<file path="src/rtl/lasf_pkg.sv">
// Shared types and constants for the local alignment score fill block.
// No dependencies; used by every module under rtl/.
package lasf_pkg;

    localparam int SCORE_W    = 14;
    localparam int WORD_W     = 32;
    localparam int CFG_DATA_W = 5;
    localparam int SUM_W      = 16;

    localparam logic [SCORE_W-1:0] SCORE_TOP = {SCORE_W{1'b1}};

    localparam int QUEUE_DEPTH = 4;
    localparam int QPTR_W      = $clog2(QUEUE_DEPTH);
    localparam int QCNT_W      = $clog2(QUEUE_DEPTH + 1);

    // Register reset values
    localparam logic [3:0] MATCH_RST    = 4'd4;
    localparam logic [4:0] MISMATCH_RST = 5'b11110;  // -2
    localparam logic [4:0] LEFT_GAP_RST = 5'b11111;  // -1
    localparam logic [4:0] UP_GAP_RST   = 5'b11101;  // -3

    typedef enum logic [1:0] {
        REG_MATCH,
        REG_MISMATCH,
        REG_LEFT_GAP,
        REG_UP_GAP
    } cfg_index_t;

    typedef struct packed {
        logic [3:0]        match_score;
        logic signed [4:0] mismatch_score;
        logic signed [4:0] left_gap_score;
        logic signed [4:0] up_gap_score;
    } score_cfg_t;

    typedef struct packed {
        logic first_row;
        logic words_equal;
        logic row_end;
        logic overflow;
    } cell_flags_t;

    typedef struct packed {
        logic full;
        logic empty;
    } queue_status_t;

endpackage

</file>
<file path="src/rtl/lasf_front.sv">
// Front part: takes input words, tracks the column and classifies each cell.
// Depends on lasf_pkg; feeds lasf_queue.
module lasf_front #(
    parameter int MAX_COLUMNS = 1024,
    parameter int AW          = 10,
    parameter int PW          = 11
) (
    input  logic                    clk,
    input  logic                    rst_n,
    input  logic                    s_tvalid,
    output logic                    s_tready,
    input  logic [2*lasf_pkg::WORD_W-1:0] s_tdata,
    input  logic                    s_tlast,
    input  logic                    s_tuser,
    input  logic                    queue_full,
    output logic                    push,
    output lasf_pkg::cell_flags_t   push_flags,
    output logic [AW-1:0]           push_addr
);
    import lasf_pkg::*;

    logic [PW-1:0] pos_reg, pos_next;
    logic          over;

    assign s_tready = !queue_full;
    assign push     = s_tvalid && s_tready;
    assign over     = (pos_reg >= PW'(MAX_COLUMNS));

    assign push_flags.first_row   = s_tuser;
    assign push_flags.words_equal = (s_tdata[WORD_W-1:0] == s_tdata[2*WORD_W-1:WORD_W]);
    assign push_flags.row_end     = s_tlast;
    assign push_flags.overflow    = over;
    // keep the address inside the store for overflow cells
    assign push_addr = over ? '0 : pos_reg[AW-1:0];

    always_comb
    begin
        pos_next = pos_reg;
        if (push)
        begin
            if (s_tlast)
            begin
                pos_next = '0;
            end
            else if (!over)
            begin
                pos_next = pos_reg + 1'b1;
            end
        end
    end

    always_ff @(posedge clk or negedge rst_n)
    begin
        if (!rst_n)
        begin
            pos_reg <= '0;
        end
        else
        begin
            pos_reg <= pos_next;
        end
    end

endmodule

</file>
<file path="config.mk">
export PLATFORM = sky130hd
export DESIGN_NAME = lasf_front
export DESIGN_NICKNAME = d
export VERILOG_FILES = /design/src/rtl/lasf_pkg.sv /design/src/rtl/lasf_front.sv
export SDC_FILE = /design/constraint.sdc
export NUM_CORES = 1
export LEC_CHECK = 0
export ABC_CLOCK_PERIOD_IN_PS = 1600
export BUFFER_PORTS_ARGS = -buffer_cell sky130_fd_sc_hd__buf_2
export CAP_MARGIN = 10
export CORE_UTILIZATION = 36
export CTS_CLUSTER_DIAMETER = 150
export DETAILED_ROUTE_END_ITERATION = 6
export HOLD_SLACK_MARGIN = 0.1
export PLACE_DENSITY_LB_ADDON = 0.25
export SLEW_MARGIN = 20
export SYNTH_ARGS = -nofsm -noshare
export SYNTH_HDL_FRONTEND = slang
export SYNTH_SLANG_ARGS = --single-unit
</file>
<file path="constraint.sdc">
create_clock -name clk -period 1.6 [get_ports clk]
set_input_delay 0 -clock clk [delete_from_list [all_inputs] [get_ports clk]]
set_output_delay 0 -clock clk [all_outputs]
set_load 0.1 [all_outputs]
</file>
* Word-level counts from Yosys, hierarchy flattened
Cells that the tools add are included.
Word-level totals: ROM bits 0, latch bits 0, RAM bits 0, register bits after elaboration 11, input bits 70, memories kept 0, word-level logic and storage cells 11
Operators by class: bitwise logic cells 0, divide/modulo/power cells 0, muxes and demuxes 3, magnitude comparators 1, multipliers 0, shift operators 0, reductions and logical operators 3, equal/unequal tests 2, add/sub/neg operators 1
Operators with widths (count):
- equality test 32 bit | 1
- 2-to-1 mux 11 bit | 2
- adder 11 x 1 -> 11 bit, second input constant | 1
- greater-or-equal comparator 11 bit, second input constant | 1
- 2-to-1 mux 10 bit | 1
- inequality test 2 bit, second input constant | 1
- AND reduction 2 bit | 1
- logical AND 1 bit | 1
- logical NOT 1 bit | 1

* Depth between registers and ports, before layout
Gate-level depths: netlist (run 1).
depth in word-level cells 3, depth in mapped cells 5, gate-level depth less buffers 5

* Worst setup path before layout (run 1)
Ideal clock, no wire load.
kind register to output, start register pos_reg[10], end output push_addr[2], stages on the path, launching flop included 4, path slack -481 ps, arrival 2081 ps, buffers on the path 2, data required time 1600 ps, path through dfrtp_1 clkbuf_1 clkbuf_1 nor2b_1
On the way: word-level cells in the longest chain between the ends 2
RTL lines:
- start: declaration | line lasf_front.sv:22 | logic [PW-1:0] pos_reg, pos_next;
- start signal: assignment | line lasf_front.sv:60 | pos_reg <= pos_next;
- greater-or-equal comparator 11 bit | line lasf_front.sv:27 | assign over = (pos_reg >= PW'(MAX_COLUMNS));
- 2-to-1 mux 10 bit | line lasf_front.sv:34 | assign push_addr = over ? '0 : pos_reg[AW-1:0];
- end: declaration | line lasf_front.sv:18 | output logic [AW-1:0] push_addr
Every way passes these cells.

* Worst setup path after layout (run 1)
start register pos_reg[2], end register pos_reg[7]
On the way: word-level cells in the longest chain between the ends 3
RTL lines (line):
- adder 11 x 1 -> 11 bit or greater-or-equal comparator 11 bit (tied branches) | lasf_front.sv:47, lasf_front.sv:27
- 2-to-1 mux 11 bit or inequality test 2 bit (tied branches)
- 2-to-1 mux 11 bit or AND reduction 2 bit (tied branches)
Several ways; a longest one is shown, not always the timed one. The select of a mux whose other input is x is not followed. A chain may end at the register's enable or synchronous reset.

==> results of run 1 <==
## area by class of cell
class | count | share of cell area (%)
multi-input cells | 108 | 45.8
repair buffers | 98 | 32.6
flip-flops and latches | 11 | 16.3
well taps | 31 | 2.30
clock buffers | 3 | 1.34
inverters | 6 | 1.34
clock inverters | 1 | 0.297
## Yosys cell counts (all sizes together)
library cell  instances
nor2b                 7
o22ai                 4
o41a                  1
a21o                  1
inv                   6
dfrtp                11
nor3b                 1
a221o                 1
o21ai                 6
nor3                  7
nand2                 5
nand4                 3
o21a                  1
a22oi                 1
buf                   3
nand4b                1
nand3b                2
or4                   2
ha                    2
nand2b                2
a21oi                 7
a41oi                 1
or3                   1
and2                  1
xor2                 32
and3                  1
clkbuf                6
nor2                  8
nor4                  8
nand3                 2
## routing by layer
layer,up-vias,track usage [%],part of all wire [%]
met5,-,0,0
met4,0,6.27,1.5
met3,5,2.72,5.6
met2,53,37.6,53
met1,556,20.1,40
li1,652,-,-
## worst max-delay path, stage by stage (launching register included)
cell	delay (ps)
dfrtp_1	390
nand4_4	120
or4_4	530
or3_4	340
a21oi_2	110
## how the worst max path moves through the flow
stage | from | endpoint | slack, ps | cells after the start
final | pos_reg[2] | pos_reg[7] | 40 | 4
after global routing | pos_reg[2] | pos_reg[7] | -20 | 4
after CTS | pos_reg[3] | pos_reg[7] | 40 | 4
after detailed placement | pos_reg[3] | pos_reg[7] | 50 | 4
after global placement | pos_reg[3] | pos_reg[7] | 90 | 4
after floorplan | pos_reg[10] | push_addr[2] | -480 | 3
## logic make-up (layout without fill, tap and decap cells)
group | count (synthesis) | after routing | share of synthesized area, %
AO/OA/AOI/OAI | 23 | 23 | 13.0
XOR/XNOR | 32 | 32 | 25.6
adder cells (fa/ha/maj) | 2 | 2 | 2.29
buffers and inverters | 15 | 108 | 6.29
flip-flops | 11 | 11 | 25.1
AND/OR/NAND/NOR | 51 | 51 | 27.7
## through the flow
| step | total power, µW | std cells | setup slack (ps) | instance area, µm² | util, % |
|---|---|---|---|---|---|
| 6_report | 1400 | 258 | 44.4 | 1690 | 59.6 |
| 4_1_cts | 1390 | 256 | 41.8 | 1650 | 58.4 |
| 5_1_grt | 1500 | 258 | -24.8 | 1690 | 59.6 |
| 3_3_place_gp | 1170 | 249 | 86.8 | 1600 | 56.4 |
| 3_5_place_dp | 1170 | 249 | 53.6 | 1600 | 56.4 |
| 2_1_floorplan | 964 | 134 | -481 | 1110 | - |
## power groups by stage
stage / Sequential (µW) / Combinational, µW / Clock [µW]
after detailed placement: 376 / 799 / 0
after CTS: 370 / 817 / 207
after floorplan: 372 / 592 / 0
after global routing: 377 / 898 / 221
after global placement: 374 / 798 / 0
final: 369 / 837 / 199
## repair_timing
action / in CTS / in global routing
setup buffers: 0 / 2
hold buffers: 3 / 0
endpoints found under the setup margin: 0 / 3
gates resized for setup: 0 / 4
endpoints found under the hold margin: 13 / 0
==> metrics.md, run 1 <==
| Metric | Value |
|---|---|
| WL final | 2.89 mm |
| Status | finished with violations |
| Fill cells | 267 |
| Routed Antenna Nets | 0 |
| Comb pwr share | 59.6% |
| Worst slew pin tran | 968 ps |
| Number of distinct library cells after synthesis | 33 |
| Area added between synthesis and finish | 54.1% |
| Most frequent cells in the layout | 82 x buf_2, 32 x xor2_1, 12 x buf_4 |
| Via/cell ratio | 4.91 |
| Syn nets | 206 |
| Sw power | 722 µW |
| Internal Pwr Total | 683 µW |
| Synthesized flop and latch total | 11 |
| CTS buffer count | 3 |
| Drt drc | 6 |
| Num rows | 19 |
| CTS tree | done |
| Starting density of the core | 38.7% |
| Sequential Power Share | 26.3% |
| FMAX | 643 MHz |
| Gr usage total | 18.9% |
| Avg Synthesized Cell Area | 8.17 µm² |
| CTS Root Cell | clkbuf_4 |
| Gpl congestion | 0.801 |
| Cell taking the most area after synthesis | xor2_1 |
| Register area | 275 µm² |
| Bufs on Longest Clock Path | 2 |
| Die H | 57.1 µm |
| Setup Skew | 0.593 ps |
| Chip width | 57.1 µm |
| Largest net degree at the start of global routing | 15 |
| Die area | 0.00327 mm² |
| Iter 0 DRT Violations | 42 |
| Lkg Pwr | 0.000860 µW |
| Max VDD drop | 0.000326 V |
| Routed vias | 1266 |
| Setup TNS | 0 ps |
| Initial antenna violation count | 0 |
| Post-synth top area share | 25.6% |
| Clk network pwr share | 14.1% |
| Syn Inst Count | 134 |
| Final nets | 300 |
| Vias in the first global route | 1247 |
| Arrival @ worst endpoint | 1770 ps |
| H-tree Lvls | 1 |
| Post-Syn Area | 0.00109 mm² |
| First-pass DRT Iterations | 6 |
| Worst min-delay path category | in -> async |
| Power Density | 833 mW/mm² |
| Tcrit/Tclk final | 97.2% |
| Sequential area share after synthesis | 25.1% |
| Final setup fails | 0 |
| Min Hold Slack | 123 ps |
| Period minus WS final | 1560 ps |
| Area contributors post-synth | xor2_1 26%, dfrtp_1 25%, nor4_1 4.6% |
| Grt ovf | 0 |
| Footprint of the multi-input gates | 772 µm² |
| Max Cap Viol | 0 |
| Max reg flops | 11 |
| Critical path class | reg -> reg |
| Reg2reg setup slack | 40 ps |
| First-pass GRT wire length | 4.89 mm |
| Number of antenna diodes | 0 |
| Worst-Skew Late Latency | 280 ps |
| Crit Reg-Reg Endpoint | pos_reg[7] |
| Clock transition at path regs | 70 ps |
| Worst-path maximum fanout | 3 |
| Violated checks | design-rule violations |
| Reg2reg path depth | 4 |
| Clk sinks | 11 |
| Post-DP HPWL | 2.43 mm |
| Switching share of power | 51.4% |
| CORE AREA | 0.00283 mm² |
| Relative max-transition margin | 35.3% |
| Share of cells above drive strength 1 | 46.7% |
| Worst Path Required | 1810 ps |
| Fin. max-slew vios | 0 |
| Fin. Hold Viols | 0 |
| Yosys warns | 0 |
| Commonest non-fill, non-tap cell in the layout | buf_2 |
| RR Startpoint | pos_reg[2] |
| Post-DR wirelength/cell | 11.2 µm |
| Setup crit end kind | flop |
| RSZ-0062 raised after global routing | true |
| Startpoint types | flop |
| Io pins | 86 |
| PortBufs | 83 |
(Power assumes the default switching activity.)
==> run 2, diff against run 1 <==
CTS_CLUSTER_DIAMETER = unset   (was 150)
SETUP_SLACK_MARGIN = 0.4   (was unset)
==> metrics.md, run 2 (synthesis gave the netlist of run 1 again) <==
| Metric | Value |
|---|---|
| Worst-path maximum fanout | 3 (unchanged) |
| First-pass DRT Iterations | 6 (unchanged) |
| Arrival @ worst endpoint | 1720 ps (was 1770 ps) |
| Lkg Pwr | 0.00102 µW (was 0.000860 µW) |
| Starting density of the core | 38.7% (unchanged) |
| Non-filler instance count after layout | 263 (was 258) |
| PortBufs | 83 (unchanged) |
| Bufs on Longest Clock Path | 2 (unchanged) |
| Slowest CP cell | or4_4 (unchanged) |
| Worst min-delay path category | in -> async (unchanged) |
| Fin. max-slew vios | 0 (unchanged) |
| Setup Skew | 4.19 ps (was 0.593 ps) |
| Largest net degree at the start of global routing | 15 (unchanged) |
| Vias in the first global route | 1432 (was 1247) |
| CTS tree | done (unchanged) |
| Clk sinks | 11 (unchanged) |
| Tcrit/Tclk final | 94.5% (was 97.2%) |
| Relative max-transition margin | 35.3% (about the same) |
| CORE AREA | 0.00283 mm² (unchanged) |
| Chip width | 57.1 µm (unchanged) |
| Reg2reg path depth | 4 (unchanged) |
| H-tree Lvls | 1 (unchanged) |
| CTS Root Cell | clkbuf_4 (unchanged) |
| First-pass GRT wire length | 5.69 mm (was 4.89 mm) |
| Inst Count DP | 250 (was 249) |
| Gpl congestion | 0.879 (was 0.801) |
| Number of antenna diodes | 0 (unchanged) |
| Via/cell ratio | 5.23 (was 4.91) |
| Final setup fails | 0 (unchanged) |
| Max reg flops | 11 (unchanged) |
| Worst path max stage delay | 500 ps (was 530 ps) |
| Gr usage total | 22.2% (was 18.9%) |
| CP cell instances | nand4_4, or4_4, or3_1, a21oi_1 (was nand4_4, or4_4, or3_4, a21oi_2) |
| Area added between synthesis and finish | 94.7% (was 54.1%) |
| DP Area | 0.00186 mm² (was 0.00160 mm²) |
| FMAX | 661 MHz (was 643 MHz) |
| WL final | 3.59 mm (was 2.89 mm) |
| Max Cap Viol | 0 (unchanged) |
| Final Util | 75.4% (was 59.6%) |
| Most frequent cells in the layout | 71 x buf_2, 32 x xor2_1, 14 x buf_12 (was 82 x buf_2, 32 x xor2_1, 12 x buf_4) |
| Design area | 0.00213 mm² (was 0.00169 mm²) |
| Worst-Skew Late Latency | 280 ps (about the same) |
| Period minus WS final | 1510 ps (was 1560 ps) |
| Iter 0 DRT Violations | 32 (was 42) |
| Share of cells above drive strength 1 | 57.8% (was 46.7%) |
| Die area | 0.00327 mm² (unchanged) |
| Clock transition at path regs | 70 ps (about the same) |
| Routed vias | 1375 (was 1266) |
| Drt drc | 2 (was 6) |
| Worst Path Required | 1800 ps (was 1810 ps) |
| Commonest non-fill, non-tap cell in the layout | buf_2 (unchanged) |
| Startpoint types | flop (unchanged) |
| CTS buffer count | 3 (unchanged) |
| Post-DP HPWL | 2.64 mm (was 2.43 mm) |
| Post-DR wirelength/cell | 13.6 µm (was 11.2 µm) |
| Io pins | 86 (unchanged) |
| Final nets | 305 (was 300) |
| Worst slew pin tran | 967 ps (was 968 ps) |
| Status | finished with violations (unchanged) |
| Setup TNS | 0 ps (unchanged) |
| Power Density | 795 mW/mm² (was 833 mW/mm²) |
| Grt ovf | 0 (unchanged) |
| Num rows | 19 (unchanged) |
| Initial antenna violation count | 0 (unchanged) |
| Violated checks | design-rule violations (unchanged) |
| Critical path class | reg -> reg (unchanged) |
| Die H | 57.1 µm (unchanged) |
| RSZ-0062 raised after global routing | true (unchanged) |
| Max VDD drop | 0.000610 V (was 0.000326 V) |
| Setup crit end kind | flop (unchanged) |
| Routed Antenna Nets | 0 (unchanged) |
| Fin. Hold Viols | 0 (unchanged) |
==> run 2: final cells by class <==
type / instances / area [µm²]
Inverter: 6 / 33.8
Tap cell: 31 / 38.8
Multi-Input combinational cell: 108 / 927
Fill cell: 187 / 697
Sequential cell: 11 / 275
Timing Repair Buffer: 103 / 831
Clock buffer: 4 / 26.3
==> run 2: repair_timing <==
item	4_1_cts	5_1_grt
resized for setup	17	17
buffers inserted	2	4
hold endpoints to repair	12	0
hold buffers	2	0
endpoints found under the setup margin	19	22
cloned	1	0
pin swaps	4	5
==> run 2: path summary, 6_finish.rpt <==
| check | start | to | slack (ps) |
|---|---|---|---|
| max | pos_reg[3] | pos_reg[7] | 90 |
| min | rst_n | pos_reg[5] | 130 |
| max reg2reg | pos_reg[3] | pos_reg[7] | 90 |
| min reg2reg | pos_reg[9] | pos_reg[9] | 580 |
| max in group asynchronous | rst_n | pos_reg[0] | 1260 |
| min in group clk | s_tlast | pos_reg[2] | 130 |
==> run 2: critical path, delay by kind of cell (launching register included) <==
family	cells	cell delay, ps
and+or+nand+nor	3	920
DFF	1	400
AOI/OAI and AO/OA	1	120
==> run 2: metrics by stage <==
step,setup slack [ps],hold slack (ps),total power (µW)
finish,87.5,126,1700
global route,61.5,158,1770
CTS,89.0,126,1620
detailed placement,110,-116,1390
global placement,125,-118,1370
floorplan,47.9,-296,1020
==> run 2: per-layer routing <==
metal  wire length [µm]  GRT usage, %  share of wire, %
met1               1290          22.4                36
met5                  0             0                 0
met3                167          3.17               4.7
met2               2040          44.4                57
met4                 87          9.76               2.4
==> run 2: report_power, final <==
part	switching [µW]	internal, µW	leakage, µW
Sequential	46.5	320	0.000133
Combinational	668	466	0.000869
Clock	98.4	96.9	0.0000150
