<file path="config.mk">
export PLATFORM = sky130hd
export DESIGN_NAME = lasf_queue
export DESIGN_NICKNAME = d
export VERILOG_FILES = /design/src/rtl/lasf_pkg.sv /design/src/rtl/lasf_queue.sv
export SDC_FILE = /design/constraint.sdc
export NUM_CORES = 1
export LEC_CHECK = 0
export BUFFER_PORTS_ARGS = -buffer_cell sky130_fd_sc_hd__buf_2
export CAP_MARGIN = 10
export CELL_PAD_IN_SITES_DETAIL_PLACEMENT = 1
export CELL_PAD_IN_SITES_GLOBAL_PLACEMENT = 1
export CORE_ASPECT_RATIO = 1.2
export CORE_UTILIZATION = 25
export CTS_BUF_LIST = sky130_fd_sc_hd__clkbuf_8 sky130_fd_sc_hd__clkbuf_16
export CTS_CLUSTER_SIZE = 14
export DETAILED_ROUTE_END_ITERATION = 6
export GPL_ROUTABILITY_DRIVEN = 0
export PLACE_DENSITY = 0.57
export SYNTH_ARGS = -nofsm -noshare
export SYNTH_HDL_FRONTEND = slang
export SYNTH_SLANG_ARGS = --single-unit
</file>
<file path="constraint.sdc">
create_clock -name clk -period 3.64 [get_ports clk]
set_input_delay 0.364 -clock clk [delete_from_list [all_inputs] [get_ports clk]]
set_output_delay 0.364 -clock clk [all_outputs]
set_load 0.05 [all_outputs]
</file>
<file path="src/rtl/lasf_pkg.sv">
// Shared types and constants for the local alignment score fill block.
// No dependencies; used by every module under rtl/.
package lasf_pkg;

    localparam int SCORE_W    = 14;
    localparam int WORD_W     = 32;
    localparam int CFG_DATA_W = 5;
    localparam int SUM_W      = 16;

    localparam logic [SCORE_W-1:0] SCORE_TOP = {SCORE_W{1'b1}};

    localparam int QUEUE_DEPTH = 4;
    localparam int QPTR_W      = $clog2(QUEUE_DEPTH);
    localparam int QCNT_W      = $clog2(QUEUE_DEPTH + 1);

    // Register reset values
    localparam logic [3:0] MATCH_RST    = 4'd4;
    localparam logic [4:0] MISMATCH_RST = 5'b11110;  // -2
    localparam logic [4:0] LEFT_GAP_RST = 5'b11111;  // -1
    localparam logic [4:0] UP_GAP_RST   = 5'b11101;  // -3

    typedef enum logic [1:0] {
        REG_MATCH,
        REG_MISMATCH,
        REG_LEFT_GAP,
        REG_UP_GAP
    } cfg_index_t;

    typedef struct packed {
        logic [3:0]        match_score;
        logic signed [4:0] mismatch_score;
        logic signed [4:0] left_gap_score;
        logic signed [4:0] up_gap_score;
    } score_cfg_t;

    typedef struct packed {
        logic first_row;
        logic words_equal;
        logic row_end;
        logic overflow;
    } cell_flags_t;

    typedef struct packed {
        logic full;
        logic empty;
    } queue_status_t;

endpackage

</file>
<file path="src/rtl/lasf_queue.sv">
// Small register queue between the front and back parts.
// Depends on lasf_pkg for depth and status types.
module lasf_queue #(
    parameter int WIDTH = 8
) (
    input  logic                    clk,
    input  logic                    rst_n,
    input  logic                    push,
    input  logic [WIDTH-1:0]        push_data,
    input  logic                    pop,
    output logic [WIDTH-1:0]        head_data,
    output lasf_pkg::queue_status_t status
);
    import lasf_pkg::*;

    logic [WIDTH-1:0]  slot_reg [QUEUE_DEPTH];
    logic [QPTR_W-1:0] wr_ptr_reg, wr_ptr_next;
    logic [QPTR_W-1:0] rd_ptr_reg, rd_ptr_next;
    logic [QCNT_W-1:0] count_reg, count_next;

    always_comb
    begin
        wr_ptr_next = push ? wr_ptr_reg + 1'b1 : wr_ptr_reg;
        rd_ptr_next = pop ? rd_ptr_reg + 1'b1 : rd_ptr_reg;
        count_next  = count_reg;
        if (push && !pop)
        begin
            count_next = count_reg + 1'b1;
        end
        else if (pop && !push)
        begin
            count_next = count_reg - 1'b1;
        end
    end

    always_ff @(posedge clk or negedge rst_n)
    begin
        if (!rst_n)
        begin
            wr_ptr_reg <= '0;
            rd_ptr_reg <= '0;
            count_reg  <= '0;
        end
        else
        begin
            wr_ptr_reg <= wr_ptr_next;
            rd_ptr_reg <= rd_ptr_next;
            count_reg  <= count_next;
        end
    end

    always_ff @(posedge clk)
    begin
        if (push)
        begin
            slot_reg[wr_ptr_reg] <= push_data;
        end
    end

    assign head_data    = slot_reg[rd_ptr_reg];
    assign status.full  = (count_reg == QCNT_W'(QUEUE_DEPTH));
    assign status.empty = (count_reg == '0);

endmodule

</file>
# [Yosys cells after proc, flatten, opt, wreduce, memory -nomap -nowiden]
# Memories as Yosys holds them, arrays and structs flattened.
# Index checks and enable logic that the tools add are counted.
[word_totals] word_cells=19 in_bits=12 register_bits=7 ram_bits=32 output_inout_bits=10 mem_count=1
[op_classes] add_sub_neg=4 reduce_logical=6 muxes=4 eq_ne=1
[memory_table] name="slot_reg" depth=4 width=8 read_ports=1 rd_ports_with_merged_regs=0 wr=1 line="lasf_queue.sv:16" source="logic [WIDTH-1:0] slot_reg [QUEUE_DEPTH];"
[op_table] cell="2-to-1 mux 3 bit" count=2
[op_table] cell="adder 2 x 1 -> 2 bit, second input constant" count=2
[op_table] cell="adder 3 x 1 -> 3 bit, second input constant" count=1
[op_table] cell="== test 3 bit, second input constant" count=1
[op_table] cell="logical NOT 3 bit" count=1
[op_table] cell="subtractor 3 x 1 -> 3 bit, second input constant" count=1
[op_table] cell="logical AND 1 bit" count=2
[op_table] cell="logical NOT 1 bit" count=2
[op_table] cell="2-to-1 mux 1 bit" count=2
[op_table] cell="nonzero test 2 bit" count=1

# [Depth between registers and ports, before layout]
# Gate-level depths: netlist of run 1.
[logic_depth] word_depth=4 depth_mapped=7 mapped_depth_nobuf=7

# [Worst setup path before layout of run 1]
# OpenSTA, ideal clock, no wires.
[synth_timing] path_type="register -> output" start="register count_reg[0]" end="output status[1] in the netlist's numbering" arrival_ps=1599 setup_slack_ps=1677 path_stages_with_launch=2 t_required_ps=3276 path_cell_list="dfrtp_1 > nor3b_1"
[synth_rtl] item="start, declared" line="lasf_queue.sv:19" source="logic [QCNT_W-1:0] count_reg, count_next;"
[synth_rtl] item="start signal, assigned" line="lasf_queue.sv:48" source="count_reg <= count_next;"
[synth_rtl] item="end, declared" line="lasf_queue.sv:12" source="output lasf_pkg::queue_status_t status"

# [Worst setup path after layout of run 1]
[layout_timing] start="register rd_ptr_reg[0]" end="output head_data[5]"
[layout_between] elab_chain_len=1
[layout_lines] item="start, declared" line="lasf_queue.sv:18" source="logic [QPTR_W-1:0] rd_ptr_reg, rd_ptr_next;"
[layout_lines] item="start signal, assigned" line="lasf_queue.sv:47" source="rd_ptr_reg <= rd_ptr_next;"
[layout_lines] item="memory (4 x 8 bit)"
[layout_lines] item="end, declared" line="lasf_queue.sv:11" source="output logic [WIDTH-1:0] head_data,"
# No other way between the ends.

==> flow_summary.json, run 1 <==
{
  "outcome": "finished, final reports clean",
  "cp_slowest_cell": "dfrtp_1",
  "fp.coreArea_um2": 6010,
  "crit_fanout": 10,
  "cts_sinks": 39,
  "final.setup_skew_ns": 0.00614,
  "grt_remaining_overflow": 0,
  "end_kind": "output port",
  "vias": 730,
  "synthTopCellsByArea": "edfxtp_1 62%, mux4_2 12%, dfrtp_1 11%, ha_1 4.0%, xor2_1 2.3%",
  "drc_errors": 0,
  "max_stage_delay_ns": 0.72,
  "grt_first_pass_wirelength_um": 4080,
  "via_per_inst": 3.92,
  "rsz0062_at_grt": "false",
  "p_leak_uw": 0.000683,
  "ys_seq_elements": 39,
  "synthSimpleGateAreaFrac_pct": 3.15,
  "r2r_cells": 3,
  "synthAdderAreaFrac_pct": 5.34,
  "crit-reg2reg-launch": "wr_ptr_reg[1]",
  "worstSetupPathType": "reg -> out",
  "area_growth_pct": 20.0,
  "rrSetupSlack_ns": 2.22,
  "synth_warnings": 0,
  "tightestPinTransition_ns": 0.590,
  "r2r_end": "slot_reg[1][0]",
  "clk_path_buf_depth": 2,
  "arrival_ns": 1.81,
  "final_layout_size_suffix_gt1_share_pct": 35.6,
  "cts_root_buf": "clkbuf_8",
  "whs_ns": 0.289,
  "die_h_um": 88.2,
  "start_util_pct": 25.7,
  "synth_top_area_share_pct": 62.1,
  "tns_ns": 0,
  "antenna_found_initial": 0,
  "ys.flop_type": "edfxtp_1",
  "num_rows": 31,
  "die_w_um": 73.8,
  "synth_mux_area_share_pct": 12.4,
  "critPathBufInv": 1,
  "slew_violations": 0,
  "nNetsFinal": 121,
  "cts_inserted_buffers": 5,
  "synth_cell_types": 17,
  "tritoncts": "built",
  "vdd_drop_max_mv": 0.263,
  "avgSynthCellArea_um2": 20.4,
  "grt.total_usage_pct": 9.17,
  "wl_um": 2550,
  "cp_data_required_time_ns": 3.28,
  "ys_seq_area_share_pct": 73.4,
  "worstSetupStartpointType": "flop",
  "dr.pass1.iters": 2,
  "synth_top_family_by_area": "multiplexers",
  "path_clk_slew_ns": 0.07,
  "min_path_type": "in -> reg",
  "diodes": 0,
  "grt_pass1_vias": 851,
  "wl_per_cell_um": 13.7,
  "synth-xor-area-share_pct": 3.40,
  "synth-compound-area-share_pct": 0.323,
  "critical_path.top_delay_family": "flip-flops",
  "synth_nets": 94,
  "max-cap-violations": 0,
  "dpl.cell_count": 177,
  "cts-resized-gates": 0,
  "io_pins": 22,
  "total_power_uw": 1600,
  "min_to": "slot_reg[3][6]",
  "p_per_area_nw_per_um2": 864,
  "hp-start": "push_data[6]",
  "setup_viol": 0,
  "fin_cells": 186,
  "min_path_cells": 1,
  "hold_viol_final": 0,
  "htree_levels": 2,
  "drtAntennaViolNets": 0,
  "min_period_ns": 2.17,
  "synthCells": 76,
  "synth.cell_area_um2": 1550,
  "dieArea_um2": 6510,
  "critPathLaunch": "rd_ptr_reg[0]",
  "cp_cell_sequence": "mux4_2 > buf_2",
  "yosys.area.top_type": "edfxtp_1",
  "insertion_delay_ns": 0.28,
  "largest_reg_flops": 32,
  "synth-edff-count": 32,
  "drtIter0Drc": 16,
  "relSlewSlack_pct": 60.7,
  "portBuffers": 21,
  "async_reset_ff_share_pct": 17.9,
  "fmax_mhz": 460,
  "finalCritPeriodShare_pct": 59.7,
  "grt_start_max_net_pins": 13
}
[synthesized netlist by cell type (all sizes together) (2+ instances only)]
| cell type | number |
|---|---|
| buf | 2 |
| nand2 | 2 |
| xnor2 | 2 |
| edfxtp | 32 |
| xor2 | 4 |
| ha | 5 |
| mux4 | 8 |
| dfrtp | 7 |
| inv | 4 |
| and2 | 4 |
[worst register-to-register path, stage by stage, from the launching register on]
cell     delay, ns
dfrtp_1       0.40
inv_1         0.11
ha_1          0.15
and2_1        0.40
[worst max-delay path by stage]
stage / to / slack [ns] / cells past startpoint
finish: head_data[5] / 1.47 / 2
global route: head_data[2] / 1.35 / 2
CTS: head_data[5] / 1.40 / 2
detailed placement: head_data[5] / 1.72 / 2
global placement: head_data[5] / 1.72 / 2
floorplan: status[1] / 1.68 / 1
[layout make-up]
type	count	area (um2)
fill	632	4160
sequential	39	1140
multi-input combinational	31	380
timing repair buffer	22	115
tap	82	103
clock buffer	5	68.8
clock inverter	3	38.8
inverter	4	15.0
[where the power goes]
group / internal [uW] / leakage [uW] / switching, uW
Sequential: 598 / 0.000376 / 97.4
Combinational: 198 / 0.000251 / 373
Clock: 200 / 0.0000556 / 137
Total: 996 / 0.000683 / 608
[repair_timing]
action                                 in CTS  in global routing
buffers inserted                            0                  0
endpoints found under the hold margin       7                  0
hold buffers                                1                  0
[kinds of logic after synthesis]
kind of cell    after synthesis
compound gates                1
xor+xnor                      6
flops                        39
simple gates                  9
buf+inv                       6
fa+ha+maj                     6
mux                           9
[metal layers]
| metal | share of wire, % | GRT usage, % | vias to the layer above |
|---|---|---|---|
| met1 | 36 | 8.41 | 372 |
| met3 | 4.4 | 3.68 | 2 |
| met5 | 0 | 0 | - |
| met4 | 0.67 | 4.20 | 0 |
| met2 | 59 | 17.3 | 17 |
| li1 | - | - | 339 |
[stage by stage]
step,utilization (%),instance area (um2),setup slack [ns]
2_1_floorplan,-,1550,1.68
3_3_place_gp,28.9,1740,1.72
3_5_place_dp,28.9,1740,1.72
4_1_cts,30.9,1860,1.40
5_1_grt,30.9,1860,1.35
6_report,30.9,1860,1.47
[layout by cell type, fill, tap and decap left out, types with 2 or more instances in the layout]
cell / instances
and2_1: 4
buf_2: 21
clkbuf_8: 5
dfrtp_1: 7
edfxtp_1: 32
ha_1: 5
inv_1: 4
mux4_2: 8
nand2_1: 2
xnor2_1: 2
xor2_1: 4
Note: power is estimated with default switching activity, not from simulation.
==> inputs of run 2 (changes only) <==
--- a/config.mk
+++ b/config.mk
@@ -15,7 +15,7 @@
 export CTS_CLUSTER_SIZE = 14
 export DETAILED_ROUTE_END_ITERATION = 6
 export GPL_ROUTABILITY_DRIVEN = 0
-export PLACE_DENSITY = 0.57
+export PLACE_DENSITY = 0.59
 export SYNTH_ARGS = -nofsm -noshare
 export SYNTH_HDL_FRONTEND = slang
 export SYNTH_SLANG_ARGS = --single-unit
==> constraint.sdc (replaced) <==
create_clock -name clk -period 1.8 [get_ports clk]
set_input_delay 0.18 -clock clk [delete_from_list [all_inputs] [get_ports clk]]
set_output_delay 0.18 -clock clk [all_outputs]
set_load 0.05 [all_outputs]
==> run 2 against run 1 <==
First-iteration DRC count is 25% higher. Via count is 0.14% higher. Register-to-register slack worse by 1.9 ns. Sequential power is 96% higher. Core utilization is 0.083 points higher. Worst setup slack worse by 1.4 ns. Clock-buffer cell count stayed put. Clock skew is 0.0024 ns higher. Largest power group unchanged.
==> flow_summary.json, run 2 (synthesized netlist as in run 1, its figures left out) <==
{
  "outcome": "finished, final reports clean",
  "start_util_pct": 25.7,
  "crit-reg2reg-launch": "wr_ptr_reg[0]",
  "setup_viol": 0,
  "fmax_mhz": 585,
  "hold_viol_final": 0,
  "io_pins": 22,
  "r2r_end": "slot_reg[2][4]",
  "hpwl_um": 1780,
  "max_stage_delay_ns": 0.51,
  "max-cap-violations": 0,
  "mostFrequentLayoutCell": "edfxtp_1",
  "via_per_inst": 3.89,
  "critPathLaunch": "rd_ptr_reg[0]",
  "worstSetupPathType": "reg -> out",
  "grt_start_max_net_pins": 12,
  "place_ws_ns": 0.290,
  "tns_ns": 0,
  "slew_violations": 0,
  "min_path_type": "in -> reg",
  "critical_path.top_delay_family": "multiplexers",
  "min_period_ns": 1.71,
  "cts_inserted_buffers": 5,
  "num_rows": 31,
  "finalCritPeriodShare_pct": 94.9,
  "htree_levels": 2,
  "rsz0062_at_grt": "false",
  "tightestPinTransition_ns": 0.463,
  "min_path_cells": 2,
  "fillers": 628,
  "insertion_delay_ns": 0.28,
  "clk_path_buf_depth": 2,
  "r2r_cells": 3,
  "grt_first_pass_wirelength_um": 3960,
  "crit_top_cell": "buf_4",
  "final_layout_size_suffix_gt1_share_pct": 34.9,
  "area_growth_pct": 20.3,
  "dieArea_um2": 6510,
  "die_w_um": 73.8,
  "critPathBufInv": 2,
  "portBuffers": 21,
  "arrival_ns": 1.53,
  "diodes": 0,
  "drtIter0Drc": 20,
  "grt_remaining_overflow": 0,
  "largest_reg_flops": 32,
  "hp-start": "pop",
  "crit_fanout": 4,
  "die_h_um": 88.2,
  "grt_pass1_vias": 809,
  "final.setup_skew_ns": 0.00857,
  "antenna_found_initial": 0,
  "worstSetupStartpointType": "flop",
  "rrSetupSlack_ns": 0.37,
  "fp.coreArea_um2": 6010,
  "p_leak_uw": 0.000687,
  "cp_cell_sequence": "buf_4 > mux4_2 > buf_4",
  "total_power_uw": 3200,
  "final_cell_mix": "32 x edfxtp_1, 17 x buf_2, 8 x mux4_2, 7 x dfrtp_1",
  "grt.total_usage_pct": 8.83,
  "p_per_area_nw_per_um2": 1720,
  "vdd_drop_max_mv": 0.795,
  "cts_sinks": 39,
  "vias": 731,
  "cts_root_buf": "clkbuf_8",
  "min_to": "rd_ptr_reg[0]",
  "fin_ws_ns": 0.0917,
  "end_kind": "output port",
  "relSlewSlack_pct": 69.1,
  "dr.pass1.iters": 3,
  "drtAntennaViolNets": 0,
  "multi_input_area_um2": 380,
  "cp_data_required_time_ns": 1.62,
  "whs_ns": 0.0982,
  "path_clk_slew_ns": 0.07,
  "seq_area_um2": 1140,
  "drc_errors": 0,
  "tritoncts": "built",
  "wl_um": 2510,
  "wl_per_cell_um": 13.4,
  "cp_slowest_cell": "mux4_2",
  "nNetsFinal": 123
}
## run 2: changes by cell type in the layout (fill, tap and decap cells not counted)
cell | before | now
buf_2 | 21 | 17
buf_4 | 0 | 4
buf_6 | 0 | 2
bufinv_16 | 1 | 0
clkinv_1 | 1 | 2
clkinv_2 | 1 | 0
inv_1 | 4 | 5
## run 2: per-layer routing
metal | GRT usage (%) | part of all wire (%) | vias to the layer above | routed length (um)
met3 | 3.80 | 5.8 | 3 | 146
met4 | 3.15 | 1.1 | 0 | 27
met1 | 10.1 | 42 | 365 | 1050
met2 | 14.7 | 51 | 21 | 1290
met5 | 0 | 0 | - | 0
li1 | - | - | 342 | -
## run 2: layout make-up
class	instances	share of cell area, %
clock inverter	3	0.605
inverter	4	0.806
timing repair buffer	24	7.93
tap	82	5.51
clock buffer	5	3.70
sequential	39	61.0
multi-input combinational	31	20.4
## run 2: worst max-delay path by stage
stage              endpoint  slack (ns)  cells after the start
2_1_floorplan     status[1]        0.02                      1
3_3_place_gp   head_data[7]        0.35                      3
3_5_place_dp   count_reg[2]        0.29                      7
4_1_cts        head_data[7]        0.02                      3
5_1_grt        head_data[5]       0.001                      3
6_report       head_data[3]        0.09                      3
## run 2: metrics by stage
step | instance area (um2) | utilization, % | cells
6_report | 1860 | 31.0 | 188
2_1_floorplan | 1550 | - | 76
3_5_place_dp | 1750 | 29.2 | 179
3_3_place_gp | 1750 | 29.2 | 179
4_1_cts | 1840 | 30.7 | 188
5_1_grt | 1860 | 31.0 | 188
## run 2: worst register-to-register path: cells and delay by family, from the launching register on
family                     cells  cell delay (ns)
and+or+nand+nor                1             0.40
DFF                            1             0.43
adders and majority gates      1             0.13
buffers and inverters          1             0.10
## run 2: power by group
group / switching (uW) / total (uW) / internal, uW
logic: 826 / 1310 / 484
clock network: 276 / 534 / 258
registers: 146 / 1360 / 1210
total: 1250 / 3200 / 1950
## run 2: timing repair
action,in CTS,in global routing
setup buffers,0,0
hold buffers,1,0
endpoints found under the setup margin,0,4
resized for setup,0,10
endpoints found under the hold margin,7,0
